--- src/rtl/clx_pkg.sv ---
`default_nettype none
// types, constants and character codes of the character stream lexer
package clx_pkg;

  localparam int ChW     = 8;
  localparam int LineW   = 16;
  localparam int EvMax   = 4;
  localparam int EvIdxW  = $clog2(EvMax);
  localparam int QDepth  = 4;
  localparam int QPtrW   = $clog2(QDepth);

  typedef enum logic [3:0] {
    ST_IDLE    = 4'd0,
    ST_INT     = 4'd1,
    ST_DEC     = 4'd2,
    ST_IDENT   = 4'd3,
    ST_STR     = 4'd4,
    ST_DOT     = 4'd5,
    ST_DOTMORE = 4'd6,
    ST_SLASH   = 4'd7,
    ST_CMT     = 4'd8,
    ST_ESC     = 4'd9
  } lex_state_t;

  typedef enum logic [1:0] {
    KIND_APPEND = 2'd0,
    KIND_COMMIT = 2'd1,
    KIND_DROP   = 2'd2,
    KIND_ERR    = 2'd3
  } kind_t;

  typedef enum logic [2:0] {
    TOK_INT   = 3'd0,
    TOK_DEC   = 3'd1,
    TOK_IDENT = 3'd2,
    TOK_STR   = 3'd3,
    TOK_OP    = 3'd4
  } tok_t;

  localparam logic [ChW-1:0] CH_TAB    = 8'h09;
  localparam logic [ChW-1:0] CH_LF     = 8'h0A;
  localparam logic [ChW-1:0] CH_CR     = 8'h0D;
  localparam logic [ChW-1:0] CH_SPACE  = 8'h20;
  localparam logic [ChW-1:0] CH_QUOTE  = 8'h22;
  localparam logic [ChW-1:0] CH_LPAREN = 8'h28;
  localparam logic [ChW-1:0] CH_RPAREN = 8'h29;
  localparam logic [ChW-1:0] CH_STAR   = 8'h2A;
  localparam logic [ChW-1:0] CH_PLUS   = 8'h2B;
  localparam logic [ChW-1:0] CH_COMMA  = 8'h2C;
  localparam logic [ChW-1:0] CH_MINUS  = 8'h2D;
  localparam logic [ChW-1:0] CH_DOT    = 8'h2E;
  localparam logic [ChW-1:0] CH_SLASH  = 8'h2F;
  localparam logic [ChW-1:0] CH_ZERO   = 8'h30;
  localparam logic [ChW-1:0] CH_NINE   = 8'h39;
  localparam logic [ChW-1:0] CH_SEMI   = 8'h3B;
  localparam logic [ChW-1:0] CH_LT     = 8'h3C;
  localparam logic [ChW-1:0] CH_EQ     = 8'h3D;
  localparam logic [ChW-1:0] CH_GT     = 8'h3E;
  localparam logic [ChW-1:0] CH_BSLASH = 8'h5C;
  localparam logic [ChW-1:0] CH_LOW_N  = 8'h6E;
  localparam logic [ChW-1:0] CH_LOW_R  = 8'h72;
  localparam logic [ChW-1:0] CH_LOW_T  = 8'h74;
  localparam logic [ChW-1:0] CH_LBRACE = 8'h7B;
  localparam logic [ChW-1:0] CH_PIPE   = 8'h7C;
  localparam logic [ChW-1:0] CH_RBRACE = 8'h7D;

  typedef struct packed {
    kind_t          kind;
    logic [ChW-1:0] ch;
    tok_t           tok;
  } lex_event_t;

  // all events caused by one character
  typedef struct packed {
    lex_event_t [EvMax-1:0] ev;
    logic [EvIdxW-1:0]      last_idx;
    logic [LineW-1:0]       line;
  } group_t;

endpackage
`default_nettype wire

--- src/rtl/clx_if.sv ---
`default_nettype none
// valid/ready channel interfaces for characters in and lexer events out
interface clx_in_if;
  logic                     valid;
  logic                     ready;
  logic [clx_pkg::ChW-1:0]  ch;

  modport source (output valid, output ch, input ready);
  modport sink   (input valid, input ch, output ready);
endinterface

interface clx_out_if;
  logic                      valid;
  logic                      ready;
  logic [1:0]                kind;
  logic [clx_pkg::ChW-1:0]   ch_out;
  logic [2:0]                tok_type;
  logic [clx_pkg::LineW-1:0] line;
  logic                      last;

  modport source (output valid, output kind, output ch_out, output tok_type,
                  output line, output last, input ready);
  modport sink   (input valid, input kind, input ch_out, input tok_type,
                  input line, input last, output ready);
endinterface
`default_nettype wire

--- src/rtl/clx_lexer.sv ---
`default_nettype none
// input register, lexer state, line counter and per-character event decode
module clx_lexer (
  input  wire logic            clk,
  input  wire logic            rst,
  clx_in_if.sink               in_ch,
  input  wire logic            grp_ready,
  output logic                 push,
  output clx_pkg::group_t      grp
);

  logic                          hold_valid;
  logic [clx_pkg::ChW-1:0]       hold_ch;
  clx_pkg::lex_state_t           lex_state;
  logic [clx_pkg::LineW-1:0]     line_count;

  logic                          adv;
  clx_pkg::lex_state_t           s;
  clx_pkg::lex_state_t           state_next;
  logic                          flush;
  logic                          end_sel;
  logic                          end_has;
  logic                          mid_v;
  logic                          tail_v;
  logic                          line_inc;
  clx_pkg::lex_event_t           end_ev;
  clx_pkg::lex_event_t           mid_ev;
  clx_pkg::lex_event_t           tail_ev;
  clx_pkg::lex_event_t           op_ev;
  clx_pkg::lex_event_t [3:0]     cand;
  logic [3:0]                    cand_v;
  clx_pkg::lex_event_t [clx_pkg::EvMax-1:0] grp_ev;
  logic [clx_pkg::EvIdxW:0]      n;

  assign adv         = hold_valid && grp_ready;
  assign in_ch.ready = !hold_valid || grp_ready;

  // end of the current token
  always_comb begin
    end_has = 1'b1;
    end_ev  = '{kind: clx_pkg::KIND_COMMIT, ch: '0, tok: clx_pkg::TOK_INT};
    unique case (s)
      clx_pkg::ST_INT:     end_ev.tok = clx_pkg::TOK_INT;
      clx_pkg::ST_DEC:     end_ev.tok = clx_pkg::TOK_DEC;
      clx_pkg::ST_IDENT:   end_ev.tok = clx_pkg::TOK_IDENT;
      clx_pkg::ST_STR:     end_ev.tok = clx_pkg::TOK_STR;
      clx_pkg::ST_ESC:     end_ev.tok = clx_pkg::TOK_STR;
      clx_pkg::ST_DOT:     end_ev.tok = clx_pkg::TOK_OP;
      clx_pkg::ST_DOTMORE: end_ev.tok = clx_pkg::TOK_DEC;
      clx_pkg::ST_SLASH:   end_ev.tok = clx_pkg::TOK_OP;
      clx_pkg::ST_CMT:     end_ev.kind = clx_pkg::KIND_DROP;
      default:             end_has = 1'b0;
    endcase
  end

  always_comb begin
    op_ev      = '{kind: clx_pkg::KIND_COMMIT, ch: '0, tok: clx_pkg::TOK_OP};
    s          = lex_state;
    flush      = 1'b0;
    if (lex_state == clx_pkg::ST_SLASH && hold_ch != clx_pkg::CH_SLASH) begin
      flush = 1'b1;
      s     = clx_pkg::ST_IDLE;
    end
    state_next = s;
    end_sel    = 1'b0;
    mid_v      = 1'b0;
    mid_ev     = '{kind: clx_pkg::KIND_APPEND, ch: hold_ch, tok: clx_pkg::TOK_INT};
    tail_v     = 1'b0;
    tail_ev    = op_ev;
    line_inc   = 1'b0;

    if (s == clx_pkg::ST_ESC) begin
      mid_v      = 1'b1;
      state_next = clx_pkg::ST_STR;
      case (hold_ch)
        clx_pkg::CH_LOW_N:  mid_ev.ch = clx_pkg::CH_LF;
        clx_pkg::CH_LOW_R:  mid_ev.ch = clx_pkg::CH_CR;
        clx_pkg::CH_LOW_T:  mid_ev.ch = clx_pkg::CH_TAB;
        clx_pkg::CH_BSLASH: mid_ev.ch = clx_pkg::CH_BSLASH;
        default:            mid_ev.kind = clx_pkg::KIND_ERR;
      endcase
    end else begin
      case (hold_ch) inside
        [clx_pkg::CH_ZERO:clx_pkg::CH_NINE]: begin
          mid_v = 1'b1;
          if (s == clx_pkg::ST_IDLE) begin
            state_next = clx_pkg::ST_INT;
          end else if (s == clx_pkg::ST_DOT || s == clx_pkg::ST_DOTMORE) begin
            state_next = clx_pkg::ST_DEC;
          end
        end
        clx_pkg::CH_DOT: begin
          mid_v = 1'b1;
          if (s == clx_pkg::ST_IDLE) begin
            state_next = clx_pkg::ST_DOT;
          end else if (s == clx_pkg::ST_INT) begin
            state_next = clx_pkg::ST_DEC;
          end else if (s != clx_pkg::ST_STR) begin
            end_sel    = 1'b1;
            tail_v     = 1'b1;
            state_next = clx_pkg::ST_IDLE;
          end
        end
        clx_pkg::CH_LBRACE, clx_pkg::CH_RBRACE, clx_pkg::CH_LPAREN,
        clx_pkg::CH_RPAREN, clx_pkg::CH_EQ, clx_pkg::CH_PLUS, clx_pkg::CH_MINUS,
        clx_pkg::CH_STAR, clx_pkg::CH_GT, clx_pkg::CH_LT, clx_pkg::CH_SEMI,
        clx_pkg::CH_COMMA, clx_pkg::CH_PIPE: begin
          mid_v = 1'b1;
          if (s != clx_pkg::ST_STR) begin
            end_sel    = 1'b1;
            tail_v     = 1'b1;
            state_next = clx_pkg::ST_IDLE;
          end
        end
        clx_pkg::CH_TAB, clx_pkg::CH_SPACE: begin
          if (s == clx_pkg::ST_STR || s == clx_pkg::ST_CMT) begin
            mid_v = 1'b1;
          end else begin
            end_sel    = 1'b1;
            state_next = clx_pkg::ST_IDLE;
          end
        end
        clx_pkg::CH_CR, clx_pkg::CH_LF: begin
          end_sel    = 1'b1;
          state_next = clx_pkg::ST_IDLE;
          line_inc   = line_count != {clx_pkg::LineW{1'b1}};
        end
        clx_pkg::CH_QUOTE: begin
          end_sel = 1'b1;
          if (s != clx_pkg::ST_STR) begin
            mid_v      = 1'b1;
            state_next = clx_pkg::ST_STR;
          end else begin
            state_next = clx_pkg::ST_IDLE;
          end
        end
        clx_pkg::CH_BSLASH: begin
          if (s == clx_pkg::ST_STR) begin
            state_next = clx_pkg::ST_ESC;
          end else begin
            end_sel    = 1'b1;
            mid_v      = 1'b1;
            tail_v     = 1'b1;
            state_next = clx_pkg::ST_IDLE;
          end
        end
        clx_pkg::CH_SLASH: begin
          if (s == clx_pkg::ST_STR) begin
            mid_v = 1'b1;
          end else if (s == clx_pkg::ST_SLASH) begin
            tail_v       = 1'b1;
            tail_ev.kind = clx_pkg::KIND_DROP;
            tail_ev.tok  = clx_pkg::TOK_INT;
            state_next   = clx_pkg::ST_CMT;
          end else begin
            end_sel    = 1'b1;
            mid_v      = 1'b1;
            state_next = clx_pkg::ST_SLASH;
          end
        end
        default: begin
          mid_v = 1'b1;
          if (s == clx_pkg::ST_IDLE || s == clx_pkg::ST_INT || s == clx_pkg::ST_DEC) begin
            end_sel    = 1'b1;
            state_next = clx_pkg::ST_IDENT;
          end else if (s == clx_pkg::ST_DOT) begin
            state_next = clx_pkg::ST_DOTMORE;
          end
        end
      endcase
    end
  end

  // pack the events in order
  always_comb begin
    cand   = {tail_ev, mid_ev, end_ev, op_ev};
    cand_v = {tail_v, mid_v, end_sel && end_has, flush};
    grp_ev = '0;
    n      = '0;
    for (int i = 0; i < 4; i++) begin
      if (cand_v[i]) begin
        grp_ev[n[clx_pkg::EvIdxW-1:0]] = cand[i];
        n = n + 1'b1;
      end
    end
  end

  assign push         = adv && (n != '0);
  assign grp.ev       = grp_ev;
  assign grp.last_idx = clx_pkg::EvIdxW'(n - 1'b1);
  assign grp.line     = line_count;

  always_ff @(posedge clk) begin
    if (rst) begin
      hold_valid <= 1'b0;
      lex_state  <= clx_pkg::ST_IDLE;
      line_count <= '0;
    end else begin
      if (in_ch.ready) begin
        hold_valid <= in_ch.valid;
      end
      if (adv) begin
        lex_state <= state_next;
        if (line_inc) begin
          line_count <= line_count + 1'b1;
        end
      end
    end
  end

  always_ff @(posedge clk) begin
    if (in_ch.valid && in_ch.ready) begin
      hold_ch <= in_ch.ch;
    end
  end

endmodule
`default_nettype wire

--- src/rtl/clx_emit.sv ---
`default_nettype none
// event group queue and one-event-per-transfer output serializer
module clx_emit (
  input  wire logic              clk,
  input  wire logic              rst,
  input  wire logic              push,
  input  wire clx_pkg::group_t   grp,
  output logic                   grp_ready,
  clx_out_if.source              out_ch
);

  clx_pkg::group_t               q [clx_pkg::QDepth];
  logic [clx_pkg::QPtrW-1:0]     wr_ptr;
  logic [clx_pkg::QPtrW-1:0]     rd_ptr;
  logic [clx_pkg::QPtrW:0]       fill;
  logic [clx_pkg::EvIdxW-1:0]    idx;

  clx_pkg::group_t               head;
  clx_pkg::lex_event_t           ev;
  logic                          is_last;
  logic                          xfer;
  logic                          pop;

  assign head      = q[rd_ptr];
  assign ev        = head.ev[idx];
  assign is_last   = idx == head.last_idx;
  assign grp_ready = fill != (clx_pkg::QPtrW + 1)'(clx_pkg::QDepth);
  assign xfer      = out_ch.valid && out_ch.ready;
  assign pop       = xfer && is_last;

  assign out_ch.valid    = fill != '0;
  assign out_ch.kind     = ev.kind;
  assign out_ch.ch_out   = ev.ch;
  assign out_ch.tok_type = ev.tok;
  assign out_ch.line     = head.line;
  assign out_ch.last     = is_last;

  always_ff @(posedge clk) begin
    if (rst) begin
      wr_ptr <= '0;
      rd_ptr <= '0;
      fill   <= '0;
      idx    <= '0;
    end else begin
      if (push) begin
        wr_ptr <= wr_ptr + 1'b1;
      end
      if (xfer) begin
        if (is_last) begin
          idx    <= '0;
          rd_ptr <= rd_ptr + 1'b1;
        end else begin
          idx <= idx + 1'b1;
        end
      end
      if (push && !pop) begin
        fill <= fill + 1'b1;
      end else if (pop && !push) begin
        fill <= fill - 1'b1;
      end
    end
  end

  always_ff @(posedge clk) begin
    if (push) begin
      q[wr_ptr] <= grp;
    end
  end

endmodule
`default_nettype wire

--- src/rtl/char_stream_lexer_core.sv ---
`default_nettype none
// top level of the character stream lexer
// datapath: an accepted character is held in the input register, decoded into an event group and queued
// throughput: one character per cycle while the four-group event queue has room
// output: one event per transfer, so a character with k events takes k transfers on the port
// reset: lexer state to idle, line counter to zero, event queue emptied
module char_stream_lexer_core (
  input  wire logic  clk,
  input  wire logic  rst,
  clx_in_if.sink     in_ch,
  clx_out_if.source  out_ch
);

  logic              push;
  logic              grp_ready;
  clx_pkg::group_t   grp;

  clx_lexer u_lexer (
    .clk       (clk),
    .rst       (rst),
    .in_ch     (in_ch),
    .grp_ready (grp_ready),
    .push      (push),
    .grp       (grp)
  );

  clx_emit u_emit (
    .clk       (clk),
    .rst       (rst),
    .push      (push),
    .grp       (grp),
    .grp_ready (grp_ready),
    .out_ch    (out_ch)
  );

endmodule
`default_nettype wire
--- src/flat_wrapper.sv ---
// flat-port wrapper written by rule: the top's interface ports become plain ports
module char_stream_lexer_core_flat 
  (clk, rst, in_ch_valid, in_ch_ch, in_ch_ready, out_ch_valid, out_ch_kind, out_ch_ch_out, out_ch_tok_type, out_ch_line, out_ch_last, out_ch_ready);
  clx_in_if in_ch_i ();
  clx_out_if out_ch_i ();
  input  wire logic clk;
  input  wire logic rst;
  input wire logic [$bits(in_ch_i.valid)-1:0] in_ch_valid;
  input wire logic [$bits(in_ch_i.ch)-1:0] in_ch_ch;
  output wire logic [$bits(in_ch_i.ready)-1:0] in_ch_ready;
  output wire logic [$bits(out_ch_i.valid)-1:0] out_ch_valid;
  output wire logic [$bits(out_ch_i.kind)-1:0] out_ch_kind;
  output wire logic [$bits(out_ch_i.ch_out)-1:0] out_ch_ch_out;
  output wire logic [$bits(out_ch_i.tok_type)-1:0] out_ch_tok_type;
  output wire logic [$bits(out_ch_i.line)-1:0] out_ch_line;
  output wire logic [$bits(out_ch_i.last)-1:0] out_ch_last;
  input wire logic [$bits(out_ch_i.ready)-1:0] out_ch_ready;
  assign in_ch_i.valid = in_ch_valid;
  assign in_ch_i.ch = in_ch_ch;
  assign in_ch_ready = in_ch_i.ready;
  assign out_ch_valid = out_ch_i.valid;
  assign out_ch_kind = out_ch_i.kind;
  assign out_ch_ch_out = out_ch_i.ch_out;
  assign out_ch_tok_type = out_ch_i.tok_type;
  assign out_ch_line = out_ch_i.line;
  assign out_ch_last = out_ch_i.last;
  assign out_ch_i.ready = out_ch_ready;
  char_stream_lexer_core u_core (.clk(clk), .rst(rst), .in_ch(in_ch_i), .out_ch(out_ch_i));
endmodule
--- config.mk ---
export PLATFORM = sky130hd
export DESIGN_NAME = char_stream_lexer_core_flat
export DESIGN_NICKNAME = d
export VERILOG_FILES = /design/src/rtl/clx_pkg.sv /design/src/rtl/clx_if.sv /design/src/rtl/clx_lexer.sv /design/src/rtl/clx_emit.sv /design/src/rtl/char_stream_lexer_core.sv /design/src/flat_wrapper.sv
export SDC_FILE = /design/constraint.sdc
export NUM_CORES = 1
export LEC_CHECK = 0
export BUFFER_PORTS_ARGS = -buffer_cell sky130_fd_sc_hd__buf_2
export CORE_MARGIN = 4
export CORE_UTILIZATION = 55
export CTS_BUF_LIST = sky130_fd_sc_hd__clkbuf_4 sky130_fd_sc_hd__clkbuf_8 sky130_fd_sc_hd__clkbuf_16
export DETAILED_ROUTE_END_ITERATION = 16
export PLACE_DENSITY_LB_ADDON = 0.3
export SETUP_SLACK_MARGIN = 0.1
export SYNTH_ARGS = -nofsm -noshare
export SYNTH_HDL_FRONTEND = slang
export SYNTH_SLANG_ARGS = --single-unit
--- constraint.sdc ---
create_clock -name clk -period 14.4 [get_ports clk]
set_input_delay 2.16 -clock clk [delete_from_list [all_inputs] [get_ports clk]]
set_output_delay 2.16 -clock clk [all_outputs]
set_load 0.01 [all_outputs]
==> flow_summary.toml <==
[placed_design]
pre_cts_ws_ns = 8.47
portBuffers = 43
dp_hpwl_um = 15500
place.gp.congestion = 0.901
dp.cells = 1147

[worst_setup_path]
crit_path_frequent_cell = "ha_1"
crit_start = "u_core.u_lexer.hold_ch[5]"
critPathLaunchType = "register"
rr_startpoint = "u_core.u_lexer.hold_ch[5]"
path_cells = "nor4b_1, nand2_1, a2111oi_0, o211ai_1, a31oi_1, inv_1, ha_1, xor2_1, ha_1, and3_4, or3_4, a31oi_2, ha_1, inv_1, fa_1, xor2_1, or3_1, a21oi_1"
end_kind = "register"
crit_fanout = 17
critPathSlowestCell = "edfxtp_1"
critPathArrivalTime_ns = 6.48
ff2ff_path_depth = 18
timing.rr.end = "u_core.u_emit.fill[2]"
critPathCapture = "u_core.u_emit.fill[2]"
rrSetupSlack_ns = 8.37
required_ns = 14.85
worst-setup-path-type = "reg2reg"
worst_path_largest_cell_delay_ns = 0.65

[clock_network]
clk_pin_slew_ns = 0.06
clkLatencyLatePin_ns = 0.53
cts_root_buf = "clkbuf_16"
cts-buffers-inserted = 29
postCtsSetupBuffers = 0
hold_buffers = 0
cts.repair.resized = 0
clockBufferDepth = 3
cts_tree = "done"
clkSinkCount = 304
htreeDepth = 1

[floorplanning]
placement_rows = 56
die_h_um = 162
start_util_pct = 55.8
ioPinCount = 44
core_mm2 = 0.0235
die_area_mm2 = 0.0263
die_width_um = 162

[timing]
fin_tns_setup_ns = 0
layout_setup_ws_ns = 8.37
relSlewSlack_pct = 26.8
setup_viol = 0
fin_crit_ns = 6.03
fin_skew_ns = 0.00881
rsz0062_at_grt = "no"
post-route-period-util_pct = 41.9
drv_slew = 0
max_slew.worst_pin.slew_ns = 1.08
max_clock_freq_ghz = 0.166
finalHoldViolCount = 0

[grt]
overflow = 0
antenna_found_initial = 0
grt_pass1_vias = 6974
grt_pass1_wl_um = 40000
grt_max_degree = 67
track_usage_pct = 19.3

[route]
route.detailed.drc = 0
postRouteAntennaNets = 0
vias = 7201
drt-total-wl_um = 25500
viasPerCell = 6.01
wl_per_cell_um = 21.2
dr.first_iter.drc_count = 643
first_pass_iters = 5

[power]
power_density_mw_per_mm2 = 156
p_leak_nw = 4.90
vdd_drop_max_mv = 0.114

[final_layout]
area_delta_synth_final_pct = 11.1
fillers = 1676
multi_input_area_mm2 = 0.00405
final_nets = 887
final_cells = 1198
regArea_mm2 = 0.00881
drive_gt1_share_pct = 22.1
diodes = 0
fin_util_pct = 62.0

[synthesis]
synth.distinct_cells = 69
ys_seq_area_share_pct = 67.2
syn_area_mm2 = 0.0131
syn_inst = 817
synth-edff-count = 272
synth-async-reset-ratio_pct = 0
synth.avg_cell_area_um2 = 16.0
ys_ff_latch = 304
ys_warn_count = 0
synth_top_flop_cell = "edfxtp_1"

[status]
outcome = "complete, no violations"

[min_path]
hp-class = "reg2reg"

[job]
max-cap-violations = 0
synthesized netlist by cell type, types with 3 or more instances:
master	n	area, um^2
edfxtp_1	272	8170
mux4_2	77	1730
nor2_1	71	267
nand2_1	40	150
dfxtp_1	32	641
clkbuf_1	30	113
nand3_1	27	135
o21ai_0	22	110
a21oi_1	21	105
inv_1	21	78.8
xor2_1	17	149
ha_1	15	188
a31oi_1	12	75.1
and2_1	12	75.1
and3_1	12	75.1
buf_1	8	30.0
buf_2	8	40.0
nand4_1	8	50.1
nor3_1	8	40.0
mux2i_1	6	60.1
nor4_1	6	37.5
or3_1	6	37.5
xnor2_1	6	52.6
nand2b_1	5	31.3
o211ai_1	5	37.5
nor3b_1	3	22.5
nor4bb_1	3	30.0
or4_1	3	22.5
worst min path at each step:
stage                                       start                     end  slack, ns  cells after the start
detailed placement        u_core.u_emit.rd_ptr[1]                register       0.51                      2
floorplan           u_core.u_lexer.line_count[15]  u_core.u_emit.q[0][15]       0.48                      0
global route              u_core.u_emit.rd_ptr[1]                register       0.53                      2
global placement          u_core.u_emit.rd_ptr[1]                register       0.50                      2
finish                    u_core.u_emit.rd_ptr[1]                register       0.50                      2
CTS                       u_core.u_emit.rd_ptr[1]                register       0.50                      2
state kept, by name, summed over array words and instances (netlist names), named ones only:
name,cells
u_core.u_emit.rd_ptr,2
u_core.u_emit.idx,2
u_core.u_lexer.hold_valid,1
u_core.u_emit.q,264
u_core.u_emit.fill,3
u_core.u_lexer.lex_state,4
u_core.u_emit.wr_ptr,2
u_core.u_lexer.hold_ch,8
u_core.u_lexer.line_count,16
placed cells by master (no fill, tap or decap), types with 3 or more instances in the layout:
cell type and instances:
edfxtp_1 272, mux4_2 77, nor2_1 71, buf_2 43
nand2_1 40, dfxtp_1 30, clkbuf_16 29, nand3_1 27
o21ai_0 22, inv_1 21, a21oi_1 21, xor2_1 17
ha_1 15, a31oi_1 12, and3_1 12, and2_1 8
nand4_1 8, nor3_1 8, buf_4 8, conb_1 8
nor4_1 6, or3_1 6, mux2i_1 6, xnor2_1 6
clkinv_2 6, nand2b_1 5, o211ai_1 5, clkbuf_4 5
and2_2 4, or4_1 3, nor3b_1 3, nor4bb_1 3
kinds of logic after synthesis:
group,count (synthesis),synth area share (%)
compound gates,94,4.80
flops,304,67.2
mux,83,13.7
xor+xnor,23,1.54
fa+ha+maj,16,1.59
other cells,1,0.0286
buf+inv,68,2.05
simple gates,228,9.06
layout make-up:
class	instances	share of cell area (%)
Sequential cell	304	60.6
Tap cell	319	2.74
Multi-Input combinational cell	452	27.9
Clock inverter	15	0.972
Timing Repair Buffer	51	1.89
Clock buffer	36	5.43
Inverter	21	0.542
worst max-delay path: cells and delay by family, from the launching register on:
family          cells  cell delay, ns
xor+xnor            2            0.42
flops               1            0.65
buf+inv             2            0.19
compound gates      5            1.50
simple gates        5            1.89
fa+ha+maj           4            1.31
metal layers:
layer | routed length, um | track usage, %
met3 | 1370 | 2.82
met4 | 365 | 3.81
met1 | 11400 | 29.0
met2 | 12300 | 30.8
met5 | 0 | 0
report_power, final:
group / switching (mW) / leakage (nW) / internal, mW / total [mW]
combinational: 0.234 / 1.60 / 0.197 / 0.430
sequential: 0.0556 / 2.84 / 1.05 / 1.11
clock: 0.308 / 0.465 / 0.426 / 0.734
total: 0.597 / 4.90 / 1.68 / 2.27
stage by stage:
stage | power (mW) | instance area [um^2] | hold slack (ns)
2_1_floorplan | 1.43 | 13100 | 0.483
3_3_place_gp | 1.55 | 13600 | 0.499
3_5_place_dp | 1.56 | 13600 | 0.505
4_1_cts | 2.30 | 14600 | 0.505
5_1_grt | 2.38 | 14600 | 0.528
6_report | 2.27 | 14600 | 0.505
(Power assumes the default switching activity.)
